[src/csob_pkg.sv]
package csob_pkg;

    localparam int CovW   = 17;
    localparam int PixW   = 32;
    localparam int CfgIdxW = 3;

    localparam logic [CovW-1:0] ONE_Q16      = 17'd65536;
    localparam logic [CovW-1:0] FULL_COV_MIN = 17'd65471;

    typedef enum logic [CfgIdxW-1:0] {
        REG_COLOR_RED   = 3'd0,
        REG_COLOR_GREEN = 3'd1,
        REG_COLOR_BLUE  = 3'd2,
        REG_COLOR_ALPHA = 3'd3,
        REG_MASK_ENABLE = 3'd4
    } cfg_reg_t;

    // saturated register view
    typedef struct packed {
        logic [CovW-1:0] red;
        logic [CovW-1:0] green;
        logic [CovW-1:0] blue;
        logic [CovW-1:0] alpha;
        logic            mask_enable;
    } cfg_t;

    // premultiplied, coverage-scaled source for one pixel
    typedef struct packed {
        logic            valid;
        logic            write;
        logic [7:0]      sr;
        logic [7:0]      sg;
        logic [7:0]      sb;
        logic [7:0]      sa;
        logic [PixW-1:0] dst;
    } src_t;

    function automatic logic [CovW-1:0] sat_one(input logic [CovW-1:0] v);
        return (v > ONE_Q16) ? ONE_Q16 : v;
    endfunction

    // round(v * 255 / 2^16)
    function automatic logic [7:0] to_u8_q16(input logic [16:0] v);
        logic [25:0] t;
        t = {1'b0, v, 8'd0} - {9'd0, v} + (26'd1 << 15);
        return (t[25:16] > 10'd255) ? 8'hff : t[23:16];
    endfunction

    // round(v * 255 / 2^32)
    function automatic logic [7:0] to_u8_q32(input logic [32:0] v);
        logic [41:0] t;
        t = {1'b0, v, 8'd0} - {9'd0, v} + (42'd1 << 31);
        return (t[41:32] > 10'd255) ? 8'hff : t[39:32];
    endfunction

    // round(v * 255 / 2^48)
    function automatic logic [7:0] to_u8_q48(input logic [48:0] v);
        logic [57:0] t;
        t = {1'b0, v, 8'd0} - {9'd0, v} + (58'd1 << 47);
        return (t[57:48] > 10'd255) ? 8'hff : t[55:48];
    endfunction

    // s + round(d * inv / 255) from m = d * inv + 127, saturated
    function automatic logic [7:0] over_finish(input logic [7:0] s, input logic [15:0] m);
        logic [16:0] t;
        logic [7:0]  q;
        logic [8:0]  v;
        t = {1'b0, m} + {9'd0, m[15:8]} + 17'd1;
        q = t[15:8];
        v = {1'b0, s} + {1'b0, q};
        return v[8] ? 8'hff : v[7:0];
    endfunction

endpackage

[src/csob_cfg.sv]
module csob_cfg (
    input  logic                          clk,
    input  logic                          rst_n,
    input  logic                          cfg_valid,
    input  logic [csob_pkg::CfgIdxW-1:0]  cfg_index,
    input  logic [csob_pkg::CovW-1:0]     cfg_data,
    output csob_pkg::cfg_t                cfg
);
    import csob_pkg::*;

    logic [CovW-1:0] red_reg,   red_next;
    logic [CovW-1:0] green_reg, green_next;
    logic [CovW-1:0] blue_reg,  blue_next;
    logic [CovW-1:0] alpha_reg, alpha_next;
    logic            mask_en_reg, mask_en_next;

    always_comb
    begin
        red_next     = red_reg;
        green_next   = green_reg;
        blue_next    = blue_reg;
        alpha_next   = alpha_reg;
        mask_en_next = mask_en_reg;
        if (cfg_valid)
        begin
            unique case (cfg_reg_t'(cfg_index))
                REG_COLOR_RED:   red_next     = cfg_data;
                REG_COLOR_GREEN: green_next   = cfg_data;
                REG_COLOR_BLUE:  blue_next    = cfg_data;
                REG_COLOR_ALPHA: alpha_next   = cfg_data;
                REG_MASK_ENABLE: mask_en_next = cfg_data[0];
                default:         ;
            endcase
        end
    end

    always_ff @(posedge clk or negedge rst_n)
    begin
        if (!rst_n)
        begin
            red_reg     <= '0;
            green_reg   <= '0;
            blue_reg    <= '0;
            alpha_reg   <= ONE_Q16;
            mask_en_reg <= 1'b0;
        end
        else
        begin
            red_reg     <= red_next;
            green_reg   <= green_next;
            blue_reg    <= blue_next;
            alpha_reg   <= alpha_next;
            mask_en_reg <= mask_en_next;
        end
    end

    assign cfg.red         = sat_one(red_reg);
    assign cfg.green       = sat_one(green_reg);
    assign cfg.blue        = sat_one(blue_reg);
    assign cfg.alpha       = sat_one(alpha_reg);
    assign cfg.mask_enable = mask_en_reg;

endmodule

[config.mk]
export PLATFORM = sky130hd
export DESIGN_NAME = csob_cfg
export DESIGN_NICKNAME = d
export VERILOG_FILES = /design/src/csob_pkg.sv /design/src/csob_cfg.sv
export SDC_FILE = /design/constraint.sdc
export NUM_CORES = 1
export LEC_CHECK = 0
export ABC_AREA = 0
export BUFFER_PORTS_ARGS = -buffer_cell sky130_fd_sc_hd__buf_2
export CAP_MARGIN = 20
export CORE_MARGIN = 2
export CORE_UTILIZATION = 45
export DETAILED_ROUTE_END_ITERATION = 7
export PLACE_DENSITY = 0.71
export RECOVER_POWER = 100
export SLEW_MARGIN = 20
export SYNTH_ARGS = -nofsm -noshare
export SYNTH_HDL_FRONTEND = slang
export SYNTH_SLANG_ARGS = --single-unit
export TNS_END_PERCENT = 100
[constraint.sdc]
create_clock -name clk -period 1.5 [get_ports clk]
set_input_delay 0.15 -clock clk [delete_from_list [all_inputs] [get_ports clk]]
set_output_delay 0.15 -clock clk [all_outputs]
set_load 0.02 [all_outputs]
==> flow_summary.toml <==
[outcome]
status = "complete, but fails checks"
violations = "setup timing"

[timing]
fin_ws_ns = -0.542
fmax_mhz = 490
relSlewSlack_pct = 38.7
setup_viol = 40
hold_viol = 0
post-route-period-util_pct = 136
fin_tns_setup_ns = -16.15
grt_setup_unrepaired = "true"
fin_skew_ns = 0
report.final.slew_viol_count = 0
min_period_ns = 2.04
worstMarginPinSlew_ns = 0.919
whs_ns = 0.108

[yosys]
yosys_warnings = 0
synth_cells = 246
netlist_area_um2 = 3190
yosysTopAreaCellShare_pct = 53.4
ys_async_sr_fraction_pct = 100
yosysSeqAreaShare_pct = 54.2
synth_edf_count = 0
ys_types = 19
synthTopCellsByArea = "dfrtp_1 (53%), mux2_2 (23%), nor2b_1 (13%)"
synth_top_flop_cell = "dfrtp_1"
synth_nets = 269
synth_top_area_cell = "dfrtp_1"
synth-seq-cells = 69
post_synth.cell_area_avg_um2 = 12.9
yosysMostFrequentCell = "dfrtp_1"
synth_top_cells_by_count = "dfrtp_1 (68), mux2_2 (66), nor2b_1 (64), nor4_1 (16)"

[setup_path]
critPathMaxFanout = 5
end_kind = "output port"
startpoint_type = "flip-flop"
worstSetupPathType = "flip-flop to output port"
required_ns = 1.35
arrival_ns = 1.89

[pwr]
cellPowerDensity_nw_per_um2 = 1510
peakVddDrop_uv = 763
p_leak_nw = 2.12

[global_route]
antenna_found_initial = 0
grt_pass1_wl_mm = 12.4
grt_max_degree = 70
grt-ovfl-total = 0
grt_usage_pct = 21.8
grt_pass1_vias = 2384

[floorplanning]
die_width_um = 88.1
core_area_um2 = 6830
fp-row-count = 30
dieArea_um2 = 7770
io_pins = 92
initial_core_util_pct = 46.6
die_h_um = 88.1

[route]
avgRoutedWirePerCell_um = 17.4
wl_mm = 8.53
via_per_inst = 5.04
drtIter0Drc = 63
vias = 2470
drc_errors = 0
ant_nets = 0
dr.pass1.iters = 4

[finish]
areaGrowthSynthToFinish_pct = 47.6
layout.nets = 412
drive_above_1_share_pct = 60.9
final_core_util_pct = 68.8
antenna_cells = 0
finalNonFillerCells = 490
fillers = 523

[placement]
gp_congestion = 0.842
placedCellCount = 463
dp_hpwl_mm = 5.72
dp_slack_ns = -0.169
io_buffers = 91

[clock_tree]
cts_buffers = 9
cts-root-buf = "clkbuf_8"
cts_tree = "done"
cts.sinks = 69
clock_path_buffers = 2
path_clk_slew_ns = 0.07
clk_latency_ns = 0.34
htreeDepth = 3

[hold_path]
hp-class = "input port to flip-flop"

[job]
maxCapViolCount = 0
routing by layer:
metal,global-route usage (%),part of all wire [%],vias to the layer above
met5,0,0,-
met4,8.68,2.7,0
met3,4.34,4.3,21
met2,34.8,49,72
met1,29.5,44,1227
li1,-,-,1150
final timing paths:
check                      cells after the start  slack, ns            end     startpoint
hold / removal                                 2       0.11   green_reg[7]    cfg_data[7]
hold reg to reg                                1       0.52    mask_en_reg    mask_en_reg
setup / recovery                               5      -0.54        cfg[62]     red_reg[6]
setup reg to reg                               3       0.47  green_reg[14]  green_reg[14]
max in group asynchronous                      3       0.34    blue_reg[3]          rst_n
min in group asynchronous                      3       0.58  alpha_reg[12]          rst_n
power breakdown:
group / internal (mW) / leakage [nW] / switching (mW)
clock network: 0.895 / 0.112 / 0.692
registers: 2.28 / 0.827 / 0.433
logic: 1.45 / 1.18 / 1.34
total: 4.62 / 2.12 / 2.47
what timing repair did:
item                       CTS  global route
cloned                       2             1
hold buffers                 1             0
setup endpoints to repair   40            40
gates resized for setup     74            37
setup buffers                3             4
pin swaps                    8             6
hold endpoints to repair    68             0
layout make-up:
class                           instances  area, um^2  share of cell area [%]
Clock buffer                           12         165                    3.51
Clock inverter                          4        45.0                   0.958
Inverter                                4        15.0                   0.319
Multi-Input combinational cell        162        1640                    34.9
Sequential cell                        69        1730                    36.7
Tap cell                               96         120                    2.55
Timing Repair Buffer                  143         988                    21.0
placed cells by master, fill, tap and decap left out, drive strengths merged:
master	instances
buf	108
dfrtp	68
mux2	66
nor2b	64
clkbuf	44
nor4	16
inv	4
a41oi	4
nand2	3
o21ai	3
clkinv	3
clkdlybuf4s15	2
nand4b	1
nor4b	1
and4bb	1
nor4bb	1
nor2	1
nand3	1
dfstp	1
bufinv	1
dlygate4sd3	1
cell families (layout without fill, tap and decap cells):
| logic type | after synthesis | in the layout | share of synthesized area (%) |
|---|---|---|---|
| AOI/OAI and AO/OA | 7 | 7 | 1.57 |
| buffers and inverters | 15 | 163 | 2.59 |
| DFF | 69 | 69 | 54.2 |
| muxes | 66 | 66 | 23.3 |
| and+or+nand+nor | 89 | 89 | 18.3 |
critical path, cell delays in order, from the launching register on:
cell and delay (ns):
dfrtp_1 0.41, nor4_2 0.42, a41oi_2 0.22, buf_4 0.20
nor2b_1 0.13, buf_4 0.16
metrics by stage:
stage | power (mW) | cell area, um^2
3_5_place_dp | 4.90 | 4070
4_1_cts | 6.86 | 4590
2_1_floorplan | 3.87 | 3190
3_3_place_gp | 4.84 | 4070
6_report | 7.09 | 4700
5_1_grt | 7.44 | 4700
Power figures use the tool's default switching activity.
