### config.mk
export PLATFORM = sky130hd
export DESIGN_NAME = csob_over
export DESIGN_NICKNAME = d
export VERILOG_FILES = /design/src/csob_pkg.sv /design/src/csob_over.sv
export SDC_FILE = /design/constraint.sdc
export NUM_CORES = 1
export LEC_CHECK = 0
export BUFFER_PORTS_ARGS = -buffer_cell sky130_fd_sc_hd__buf_2
export CAP_MARGIN = 40
export CORE_MARGIN = 3
export CORE_UTILIZATION = 61
export CTS_BUF_LIST = sky130_fd_sc_hd__clkbuf_2 sky130_fd_sc_hd__clkbuf_4 sky130_fd_sc_hd__clkbuf_8
export DETAILED_ROUTE_END_ITERATION = 10
export PLACE_DENSITY = 0.81
export SYNTH_ARGS = -nofsm -noshare
export SYNTH_HDL_FRONTEND = slang
export SYNTH_SLANG_ARGS = --single-unit
### constraint.sdc
create_clock -name clk -period 5.4 [get_ports clk]
set_clock_uncertainty 0.15 [all_clocks]
set_input_delay 0.54 -clock clk [delete_from_list [all_inputs] [get_ports clk]]
set_output_delay 0.54 -clock clk [all_outputs]
set_load 0.01 [all_outputs]
### src/csob_pkg.sv
package csob_pkg;

    localparam int CovW   = 17;
    localparam int PixW   = 32;
    localparam int CfgIdxW = 3;

    localparam logic [CovW-1:0] ONE_Q16      = 17'd65536;
    localparam logic [CovW-1:0] FULL_COV_MIN = 17'd65471;

    typedef enum logic [CfgIdxW-1:0] {
        REG_COLOR_RED   = 3'd0,
        REG_COLOR_GREEN = 3'd1,
        REG_COLOR_BLUE  = 3'd2,
        REG_COLOR_ALPHA = 3'd3,
        REG_MASK_ENABLE = 3'd4
    } cfg_reg_t;

    // saturated register view
    typedef struct packed {
        logic [CovW-1:0] red;
        logic [CovW-1:0] green;
        logic [CovW-1:0] blue;
        logic [CovW-1:0] alpha;
        logic            mask_enable;
    } cfg_t;

    // premultiplied, coverage-scaled source for one pixel
    typedef struct packed {
        logic            valid;
        logic            write;
        logic [7:0]      sr;
        logic [7:0]      sg;
        logic [7:0]      sb;
        logic [7:0]      sa;
        logic [PixW-1:0] dst;
    } src_t;

    function automatic logic [CovW-1:0] sat_one(input logic [CovW-1:0] v);
        return (v > ONE_Q16) ? ONE_Q16 : v;
    endfunction

    // round(v * 255 / 2^16)
    function automatic logic [7:0] to_u8_q16(input logic [16:0] v);
        logic [25:0] t;
        t = {1'b0, v, 8'd0} - {9'd0, v} + (26'd1 << 15);
        return (t[25:16] > 10'd255) ? 8'hff : t[23:16];
    endfunction

    // round(v * 255 / 2^32)
    function automatic logic [7:0] to_u8_q32(input logic [32:0] v);
        logic [41:0] t;
        t = {1'b0, v, 8'd0} - {9'd0, v} + (42'd1 << 31);
        return (t[41:32] > 10'd255) ? 8'hff : t[39:32];
    endfunction

    // round(v * 255 / 2^48)
    function automatic logic [7:0] to_u8_q48(input logic [48:0] v);
        logic [57:0] t;
        t = {1'b0, v, 8'd0} - {9'd0, v} + (58'd1 << 47);
        return (t[57:48] > 10'd255) ? 8'hff : t[55:48];
    endfunction

    // s + round(d * inv / 255) from m = d * inv + 127, saturated
    function automatic logic [7:0] over_finish(input logic [7:0] s, input logic [15:0] m);
        logic [16:0] t;
        logic [7:0]  q;
        logic [8:0]  v;
        t = {1'b0, m} + {9'd0, m[15:8]} + 17'd1;
        q = t[15:8];
        v = {1'b0, s} + {1'b0, q};
        return v[8] ? 8'hff : v[7:0];
    endfunction

endpackage

### src/csob_over.sv
module csob_over (
    input  logic                       clk,
    input  logic                       rst_n,
    input  csob_pkg::src_t             src,
    output logic                       done,
    output logic [csob_pkg::PixW-1:0]  pixel_out,
    output logic                       written
);
    import csob_pkg::*;

    // stage 5: destination * (255 - alpha) + 127
    logic            v5_reg;
    logic            write5_reg;
    logic [7:0]      sr5_reg, sg5_reg, sb5_reg;
    logic [15:0]     mr5_reg, mr5_next;
    logic [15:0]     mg5_reg, mg5_next;
    logic [15:0]     mb5_reg, mb5_next;
    logic [PixW-1:0] dst5_reg;
    logic [7:0]      inv;

    // stage 6: divide by 255, add, saturate
    logic            done_reg;
    logic            written_reg, written_next;
    logic [PixW-1:0] pixel_reg, pixel_next;

    always_comb
    begin
        inv      = 8'd255 - src.sa;
        mr5_next = {8'd0, src.dst[23:16]} * {8'd0, inv} + 16'd127;
        mg5_next = {8'd0, src.dst[15:8]}  * {8'd0, inv} + 16'd127;
        mb5_next = {8'd0, src.dst[7:0]}   * {8'd0, inv} + 16'd127;

        written_next = write5_reg;
        if (write5_reg)
        begin
            pixel_next = {8'hff, over_finish(sr5_reg, mr5_reg),
                          over_finish(sg5_reg, mg5_reg), over_finish(sb5_reg, mb5_reg)};
        end
        else
        begin
            pixel_next = dst5_reg;
        end
    end

    always_ff @(posedge clk or negedge rst_n)
    begin
        if (!rst_n)
        begin
            v5_reg   <= 1'b0;
            done_reg <= 1'b0;
        end
        else
        begin
            v5_reg   <= src.valid;
            done_reg <= v5_reg;
        end
    end

    always_ff @(posedge clk)
    begin
        write5_reg  <= src.write;
        sr5_reg     <= src.sr;
        sg5_reg     <= src.sg;
        sb5_reg     <= src.sb;
        mr5_reg     <= mr5_next;
        mg5_reg     <= mg5_next;
        mb5_reg     <= mb5_next;
        dst5_reg    <= src.dst;
        written_reg <= written_next;
        pixel_reg   <= pixel_next;
    end

    assign done      = done_reg;
    assign pixel_out = pixel_reg;
    assign written   = written_reg;

endmodule

==> metrics, run 1 <==
status=complete, no violations; cells on worst reg2reg path=15; post-cts sizing count=0; worst rel slew slack=61.0%; Reg area=0.00281 mm²; r2r startpoint=mg5_reg[10]$_DFF_P_; Clock Sinks=140; clock tree buffer depth=2; Synth top cells by count=198 x inv_1, 147 x ha_1, 138 x dfxtp_1; Congestion Overflow GR=0; main flop type after synthesis=dfxtp_1; Final #Nets=1656; register bit total from synthesis=140; count leader, synth=inv_1; Setup crit start=src[32]; Final Cell Area=0.0129 mm²; Adder-Cell Fraction of Synth Area=37.6%; fin crit share=82.6%; sequential share of the synthesized area=23.9%; leak pwr=6.44 nW; Chip Width=145 µm; sequential cell fraction of total power=24.1%; Synth cell types=54; Clock Power Share=12.4%; die footprint=0.0210 mm²; core area=0.0188 mm²; unrepaired setup endpoints after global routing=no; via-per-instance ratio=5.33; internal power=3.52 mW; Post-Syn Nets=1549; CP endpoint kind=flop; total number of vias=8449; final setup vio count=0; first-pass GRT wire length=39500 µm; fillers=1483; crit path DAT=4.69 ns; Placed Cells incl. Taps=1547; Req. time, crit path=5.63 ns; Hold Path Class=primary input to flop; Post-CTS Repair Setup Buffers=0; Post-DRT Antenna Nets=0; R2R Setup Slk=1.74 ns; Syn Inst Count=1205; CTS H-Tree Depth=4; I/O Buffers=101; syn_area_per_cell=9.76 µm²; per-cell routed wire length=15.0 µm; GPL Wtd Cong=0.898; placed instance area=0.0125 mm²; Post-Synth Simple-Gate Area=15.8%; DR iter-0 viols=296; Pre-Repair DR Iteration Count=4; Cell Pwr Density=485 mW/mm²; Setup crit start kind=primary input; clock root cell=clkbuf_8; vias in the first global route=8613; P_sw=2.76 mW; EDFF count, synth=0; worst reg2reg endpoint=pixel_out[13]$_DFF_P_; Synth Area in Compound Gates=10.9%; Hold Path Origin=src[57]; drt total wl=23700 µm; CP Class=primary input to flop; Ports=102; Final min period=4.46 ns; Max Fanout on Critical Path=24; largest family of logic cells by synthesized area=adder cells; Gate power share=63.6%; aggregate global-route resource usage=23.7%; Peak Freq=0.224 GHz; worst hold stages=1; top-area cell type share of the netlist area=23.5%; sw frac=44.0%; VDD IR max=0.211 mV; Die H=145 µm; CTS tree=yes; Post-Syn Area=0.0118 mm²; largest net degree at the start of global routing=25; final cell count without fillers=1585; ys async rst share=1.43%; initial antenna violation count=1; mux cell area share after synthesis=0%; Setup TNS=0 ns; worst-skew pair later-pin latency=0.45 ns; Max-Cap Viols=0; final hold vios=0; Pins Over Slew Limit=0; Multi-input gate area=0.00813 mm²; row count=50; number of CTS-inserted buffers=17; post-synth top area cell=dfxtp_1; Clock Pin Slew Worst Setup and Hold Paths=0.08 ns; Antenna diodes=0; XOR/XNOR Fraction of Synth Area=4.77%; hold endpoint=sr5_reg[1]$_DFF_P_; post-DP HPWL=18600 µm; Initial Util=62.5%; Post-route DRC=0; P&R area growth vs syn=10.1%; share of post-route cells with drive strength above 1=12.2%; Synth area leaders=dfxtp_1 23%, fa_1 22%, ha_1 16%; Slew @ Worst Pin=0.584 ns; YS warnings=0
[repair_timing]
action,in CTS,in global routing
hold endpoints to repair,7,0
hold buffers,6,0
setup endpoints to repair,0,0
[layout by cell type (no fill, tap or decap), types with 12 or more instances in the layout]
cell type / Yosys / layout
inv_1: 198 / 198
ha_1: 147 / 147
dfxtp_1: 138 / 138
fa_1: 129 / 129
nor2b_1: 112 / 112
buf_2: 0 / 101
nand2b_1: 96 / 96
nor2_1: 45 / 45
xnor2_1: 43 / 43
nand2_1: 33 / 33
o21ai_0: 31 / 31
a21oi_1: 30 / 30
xor2_1: 21 / 21
o22a_1: 21 / 21
clkbuf_8: 0 / 18
o21a_1: 16 / 16
a21o_1: 15 / 15
a211oi_1: 12 / 12
[worst max path at each step]
stage | slack (ns) | to
5_1_grt | 0.76 | mb5_reg[14]$_DFF_P_
2_1_floorplan | 0.80 | mb5_reg[14]$_DFF_P_
3_5_place_dp | 0.48 | mb5_reg[14]$_DFF_P_
3_3_place_gp | 0.56 | mb5_reg[14]$_DFF_P_
4_1_cts | 0.96 | mb5_reg[14]$_DFF_P_
6_report | 0.94 | mb5_reg[14]$_DFF_P_
[power by group through the flow]
stage	clock network [mW]	logic, mW	registers (mW)
after floorplan	0	3.09	1.53
after global placement	0	3.82	1.52
after detailed placement	0	3.98	1.53
after CTS	0.798	4.02	1.51
after global routing	0.843	4.55	1.54
final	0.778	3.99	1.51
[routing by layer]
| layer | share of wire (%) | vias up | GRT usage (%) | wire length (µm) |
|---|---|---|---|---|
| li1 | - | 4093 | - | - |
| met1 | 44 | 4140 | 30.0 | 10400 |
| met2 | 50 | 187 | 41.9 | 11900 |
| met3 | 4.4 | 29 | 4.27 | 1030 |
| met4 | 1.5 | 0 | 5.99 | 353 |
| met5 | 0 | - | 0 | 0 |
[cells by family (layout without fill, tap and decap cells)]
family,count (synthesis),count (layout)
AND/OR/NAND/NOR,329,329
adder cells (fa/ha/maj),276,276
buffers and inverters,218,338
AO/OA/AOI/OAI,178,178
flip-flops,140,140
XOR/XNOR,64,64
[cell type report]
type | count | share of cell area, %
Inverter | 198 | 5.74
Clock inverter | 10 | 0.638
Timing Repair Buffer | 108 | 4.43
Clock buffer | 22 | 2.15
Sequential cell | 140 | 21.7
Tap cell | 260 | 2.51
Multi-Input combinational cell | 847 | 62.8
[metrics by stage]
step / power [mW] / hold WS (ns) / worst slack [ns] / utilization, %
after floorplan: 4.63 / 0.0944 / 0.796 / -
after global placement: 5.34 / 0.175 / 0.560 / 66.5
after detailed placement: 5.51 / 0.180 / 0.484 / 66.5
after CTS: 6.33 / 0.000385 / 0.956 / 68.8
after global routing: 6.94 / 0.00121 / 0.764 / 68.8
final: 6.28 / 0.0310 / 0.938 / 68.8
[critical path, cell delays in order]
cell	delay, ns
buf_2	0.23
nand2b_1	0.23
fa_1	0.54
inv_1	0.05
fa_1	0.48
fa_1	0.55
inv_1	0.05
fa_1	0.47
inv_1	0.04
ha_1	0.35
and2_1	0.20
o21ai_2	0.16
a311oi_2	0.15
a311o_1	0.40
a21oi_2	0.15
xnor2_1	0.12
Note: power is estimated with default switching activity, not from simulation.
==> inputs of run 2 (changes only) <==
ABC_AREA = 1   (was not set)
CORE_UTILIZATION = 57   (was 61)
PLACE_DENSITY = 0.79   (was 0.81)
clock period = 3.6 ns   (was 5.4 ns; I/O delays follow)
==> run 2 against run 1 <==
  * The flow now finishes with violations (negative setup slack)
  * First-iteration DRC count increased to 3.2 times the previous value
  * Cell area increased by 27%
  * Global-route usage up 4.2 points
  * Utilization is 6.0 points higher
==> metrics, run 2 <==
status=finished, violations left (was complete, no violations); failing checks=negative setup slack; EDFF count, synth=0 (unchanged); GPL Wtd Cong=0.937 (was 0.898); via-per-instance ratio=5.15 (was 5.33); Synth top cells by count=460 x nand2_1, 390 x inv_1, 203 x nor2_1 (was 198 x inv_1, 147 x ha_1, 138 x dfxtp_1); CP endpoint kind=flop (unchanged); YS warnings=0 (unchanged); count leader, synth=nand2_1 (was inv_1); clock root cell=clkbuf_8 (unchanged); die footprint=0.0245 mm² (was 0.0210 mm²); overall power=12.9 mW (was 6.28 mW); Peak Freq=0.277 GHz; Antenna diodes=0 (unchanged); Syn Inst Count=1764 (was 1205); share of post-route cells with drive strength above 1=21.3% (was 12.2%); Setup TNS=-0.00531 ns (was 0 ns); first-pass GRT wire length=55300 µm (was 39500 µm); row count=54 (was 50); worst rel slew slack=72.5% (was 61.0%); CTS H-Tree Depth=4 (unchanged); Setup crit start kind=primary input (unchanged); VDD IR max=0.398 mV (was 0.211 mV); R2R Setup Slk=0.37 ns (was 1.74 ns); Cell Pwr Density=784 mW/mm² (was 485 mW/mm²); fin crit share=100%; Die H=156 µm (was 145 µm); Post-DRT Antenna Nets=0 (unchanged); largest net degree at the start of global routing=37 (was 25); Chip Width=156 µm (was 145 µm); Clock Sinks=140 (unchanged); Pre-Repair DR Iteration Count=6 (was 4); most frequent cells in the layout=426 x nand2_1, 363 x inv_1, 185 x nor2_1 (was 198 x inv_1, 147 x ha_1, 138 x dfxtp_1); clock tree buffer depth=2 (unchanged); Synth area leaders=dfxtp_1 21%, fa_1 20%, ha_1 14% (was dfxtp_1 23%, fa_1 22%, ha_1 16%); Slew @ Worst Pin=0.409 ns (was 0.584 ns); leak pwr=9.28 nW (was 6.44 nW); syn_area_per_cell=7.31 µm² (was 9.76 µm²); Hold Path Class=primary input to flop (unchanged); core area=0.0220 mm² (was 0.0188 mm²); aggregate global-route resource usage=27.9% (was 23.7%); Initial Util=58.6% (was 62.5%); Post-Syn Area=0.0129 mm² (was 0.0118 mm²); CP Class=primary input to flop (unchanged); Place WS=-0.518 ns (was 0.484 ns); Clock Pin Slew Worst Setup and Hold Paths=0.10 ns (was 0.08 ns); most common library cell in the layout ignoring fill and taps=nand2_1 (was inv_1); Max-Cap Viols=0 (unchanged); initial antenna violation count=0 (was 1); post-synth top area cell=dfxtp_1 (unchanged); per-cell routed wire length=15.0 µm (about the same); ys async rst share=1.43% (unchanged); P&R area growth vs syn=27.6% (was 10.1%); post-DP HPWL=26500 µm (was 18600 µm); Post-Syn Nets=2108 (was 1549); Req. time, crit path=3.81 ns (was 5.63 ns); top-area cell type share of the netlist area=21.4% (was 23.5%); final hold vios=0 (unchanged); placed instance area=0.0151 mm² (was 0.0125 mm²); main flop type after synthesis=dfxtp_1 (unchanged); Pins Over Slew Limit=0 (unchanged); Synth cell types=33 (was 54); Final #Nets=2409 (was 1656); Final WS setup=-0.00531 ns (was 0.938 ns); Ports=102 (unchanged); I/O Buffers=101 (unchanged); sequential share of the synthesized area=21.8% (was 23.9%); Max Fanout on Critical Path=6 (was 24); unrepaired setup endpoints after global routing=yes (was no); CTS tree=yes (unchanged); vias in the first global route=12047 (was 8613); DR iter-0 viols=939 (was 296); drt total wl=35300 µm (was 23700 µm); Final Cell Area=0.0165 mm² (was 0.0129 mm²); final core utilization=74.7% (was 68.8%); final setup vio count=1 (was 0); number of CTS-inserted buffers=17 (unchanged); worst-skew pair later-pin latency=0.46 ns (was 0.45 ns); Post-route DRC=0 (unchanged); total number of vias=12147 (was 8449); Placed Cells incl. Taps=2272 (was 1547); crit path DAT=3.82 ns (was 4.69 ns); Final min period=3.61 ns; final cell count without fillers=2358 (was 1585); Congestion Overflow GR=0 (unchanged); register bit total from synthesis=140 (unchanged); Min Hold Slack=0.0434 ns (was 0.0310 ns)
[run 2: changes by cell type after synthesis, moves of 13 or more]
cell / before / now
a21o_1: 15 / 2
inv_1: 198 / 390
nand2_1: 33 / 460
nand2b_1: 96 / 0
nand3_1: 9 / 89
nand4_1: 4 / 19
nor2_1: 45 / 203
nor2b_1: 112 / 0
o21a_1: 16 / 0
o21ai_0: 31 / 17
o22a_1: 21 / 0
xnor2_1: 43 / 9
[run 2: worst paths after layout]
path                                     start              endpoint  depth (start not counted)
hold reg to reg               v5_reg$_DFF_PN0_        done$_DFF_PN0_                          0
hold / removal                         src[16]  dst5_reg[16]$_DFF_P_                          2
setup reg to reg           mg5_reg[12]$_DFF_P_  pixel_out[8]$_DFF_P_                         18
setup / recovery                       src[13]    mg5_reg[9]$_DFF_P_                         17
max in group asynchronous                rst_n      v5_reg$_DFF_PN0_                          2
min in group asynchronous                rst_n        done$_DFF_PN0_                          2
[run 2: critical path, cell delays in order]
cell and delay, ns:
clkbuf_4 0.17, buf_4 0.15, nand2_1 0.06, fa_1 0.48, fa_1 0.51, inv_2 0.04, fa_1 0.51, inv_2 0.04
fa_1 0.52, inv_2 0.05, ha_4 0.27, nand2_4 0.08, inv_4 0.04, a21oi_2 0.13, nand2_2 0.09, buf_4 0.14
xor2_2 0.14
[run 2: logic make-up after synthesis]
family	share of synthesized area [%]
and+or+nand+nor	25.8
buffers and inverters	12.0
adders and majority gates	34.3
DFF	21.8
AOI/OAI and AO/OA	3.79
xor gates and xnor gates	2.31
[run 2: per-layer routing]
metal / vias up / global-route usage (%) / wire length, µm
met5: - / 0 / 0
met4: 0 / 9.84 / 1170
met3: 97 / 4.37 / 2550
met2: 459 / 47.9 / 17300
met1: 5670 / 35.8 / 14400
li1: 5921 / - / -
[run 2: cell type report]
cell class | instances | area [µm²]
multi-input cells | 1212 | 9090
fillers | 1576 | 5570
flip-flops and latches | 140 | 2810
repair buffers | 299 | 2240
inverters | 392 | 1530
well taps | 280 | 350
clock buffers | 18 | 248
clock inverters | 14 | 170
repair inverters | 3 | 20.0
[run 2: what timing repair did]
action / CTS / global route
hold buffers: 45 / 0
buffers inserted: 0 / 6
resized for setup: 2 / 143
cloned: 0 / 4
pin swaps: 1 / 53
setup endpoints to repair: 3 / 29
hold endpoints to repair: 46 / 0
[run 2: power by group]
part	total [mW]	switching, mW	internal (mW)
combinational	9.18	5.23	3.95
sequential	2.35	0.329	2.02
clock	1.37	0.711	0.663
total	12.9	6.26	6.64
==> inputs of run 3 (changes only) <==
SKIP_LAST_GASP = 1   (was not set)
==> run 3 against run 2 <==
  * The run still ends with negative setup slack left
  * Register-to-register slack is essentially flat
  * Fmax shrank 0.32%
  * First-iteration DRC count shrank 2.6%
  * Clock power is essentially flat
  * Setup slack lost 0.012 ns
  * Non-clock buffer count grew 1
  * Utilization shrank 0.051 points
  * Final cell count is essentially flat
  * Critical endpoint unchanged
==> metrics, run 3 (synthesized netlist as in run 2, its figures left out) <==
status=finished, violations left (unchanged); failing checks=negative setup slack (unchanged); crit path DAT=3.83 ns (was 3.82 ns); Placed Cells incl. Taps=2272 (unchanged); worst rel slew slack=72.3% (was 72.5%); CP Class=primary input to flop (unchanged); worst reg2reg endpoint=pixel_out[8]$_DFF_P_ (unchanged); Final Cell Area=0.0164 mm² (was 0.0165 mm²); drt total wl=35300 µm (about the same); Antenna diodes=0 (unchanged); aggregate global-route resource usage=27.9% (unchanged); post-DP HPWL=26500 µm (unchanged); Initial Util=58.6% (unchanged); fin crit share=100% (about the same); Final min period=3.62 ns (was 3.61 ns); clock tree buffer depth=2 (unchanged); total number of vias=12217 (was 12147); DR iter-0 viols=915 (was 939); VDD IR max=0.390 mV (was 0.398 mV); Setup crit start=src[37] (was src[13]); number of CTS-inserted buffers=17 (unchanged); core area=0.0220 mm² (unchanged); final cell count without fillers=2359 (was 2358); Gate power share=71.0% (was 71.1%); Final #Nets=2410 (was 2409); Place WS=-0.518 ns (unchanged); Clock Sinks=140 (unchanged); worst-skew pair later-pin latency=0.46 ns (about the same); Cell Pwr Density=781 mW/mm² (was 784 mW/mm²); Die H=156 µm (unchanged); GPL Wtd Cong=0.937 (unchanged); internal power=6.63 mW (was 6.64 mW); Post-DRT Antenna Nets=0 (unchanged); Peak Freq=0.276 GHz (was 0.277 GHz); most common library cell in the layout ignoring fill and taps=nand2_1 (unchanged); final core utilization=74.7% (about the same); Min Hold Slack=0.0384 ns (was 0.0434 ns); unrepaired setup endpoints after global routing=yes (unchanged); Congestion Overflow GR=0 (unchanged); Clock Power Share=10.7% (about the same); Max-Cap Viols=0 (unchanged); per-cell routed wire length=14.9 µm (was 15.0 µm); I/O Buffers=101 (unchanged); R2R Setup Slk=0.38 ns (was 0.37 ns); Chip Width=156 µm (unchanged); Hold Path Class=primary input to flop (unchanged); Post-route DRC=0 (unchanged); share of post-route cells with drive strength above 1=20.8% (was 21.3%); Final WS setup=-0.0169 ns (was -0.00531 ns); r2r startpoint=mg5_reg[12]$_DFF_P_ (unchanged); sw frac=48.4% (was 48.6%); most frequent cells in the layout=428 x nand2_1, 366 x inv_1, 189 x nor2_1 (was 426 x nand2_1, 363 x inv_1, 185 x nor2_1); first-pass GRT wire length=55300 µm (unchanged); Slew @ Worst Pin=0.412 ns (was 0.409 ns); Clock Pin Slew Worst Setup and Hold Paths=0.10 ns (about the same); initial antenna violation count=0 (unchanged); Setup TNS=-0.0353 ns (was -0.00531 ns); via-per-instance ratio=5.18 (was 5.15); die footprint=0.0245 mm² (unchanged); sequential cell fraction of total power=18.3% (was 18.2%); Req. time, crit path=3.81 ns (about the same); Ports=102 (unchanged); placed instance area=0.0151 mm² (unchanged); Pre-Repair DR Iteration Count=6 (unchanged); CTS H-Tree Depth=4 (unchanged); CP endpoint kind=flop (unchanged); final setup vio count=3 (was 1); Max Fanout on Critical Path=6 (unchanged); P&R area growth vs syn=27.5% (was 27.6%); final hold vios=0 (unchanged); row count=54 (unchanged); P_sw=6.22 mW (was 6.26 mW); largest net degree at the start of global routing=37 (unchanged); cells on worst reg2reg path=18 (unchanged); leak pwr=9.28 nW (about the same); Pins Over Slew Limit=0 (unchanged); CTS tree=yes (unchanged); clock root cell=clkbuf_8 (unchanged); vias in the first global route=12047 (unchanged); Setup crit start kind=primary input (unchanged); overall power=12.8 mW (was 12.9 mW); Setup crit end=mg5_reg[9]$_DFF_P_ (unchanged)
-- run 3: worst max-delay path: stages --
cell,delay [ns]
buf_8,0.08
clkinvlp_4,0.17
nand2_2,0.13
fa_1,0.45
fa_1,0.56
inv_2,0.04
fa_1,0.51
inv_2,0.04
fa_1,0.52
inv_2,0.05
ha_4,0.27
nand2_4,0.08
inv_4,0.04
a21oi_2,0.13
nand2_2,0.09
buf_4,0.14
xor2_2,0.14
-- run 3: cell type report --
type | instances | area, µm²
repair buffers | 300 | 2250
well taps | 280 | 350
clock buffers | 18 | 248
repair inverters | 3 | 20.0
flip-flops and latches | 140 | 2810
clock inverters | 14 | 170
inverters | 392 | 1530
multi-input cells | 1212 | 9070
fillers | 1581 | 5580
-- run 3: what timing repair did --
action	CTS	global route
cloned	0	4
pin swaps	1	43
hold buffers	45	0
endpoints found under the setup margin	3	29
gates resized for setup	1	133
endpoints found under the hold margin	46	0
buffers inserted	0	6
-- run 3: power groups by stage --
stage	registers [mW]	logic, mW	clock network [mW]
floorplan	2.32	5.75	0
global placement	2.36	8.05	0
detailed placement	2.37	8.27	0
CTS	2.33	8.43	1.39
global route	2.38	10.3	1.46
finish	2.35	9.12	1.37
-- run 3: per-layer routing --
layer | track usage, % | routed length, µm | up-vias
met5 | 0 | 0 | -
met4 | 9.84 | 1220 | 0
met3 | 4.37 | 2770 | 106
met2 | 47.9 | 17200 | 508
met1 | 35.8 | 14000 | 5678
li1 | - | - | 5925
-- run 3: how the worst min path moves through the flow --
| stage | startpoint | to | slack, ns | depth (start not counted) |
|---|---|---|---|---|
| after floorplan | rst_n | done$_DFF_PN0_ | -0.09 | 0 |
| after global placement | rst_n | v5_reg$_DFF_PN0_ | -0.006 | 1 |
| after detailed placement | rst_n | done$_DFF_PN0_ | -0.005 | 1 |
| after CTS | src[16] | dst5_reg[16]$_DFF_P_ | 0.009 | 2 |
| after global routing | rst_n | done$_DFF_PN0_ | 0.03 | 2 |
| final | src[16] | dst5_reg[16]$_DFF_P_ | 0.04 | 2 |
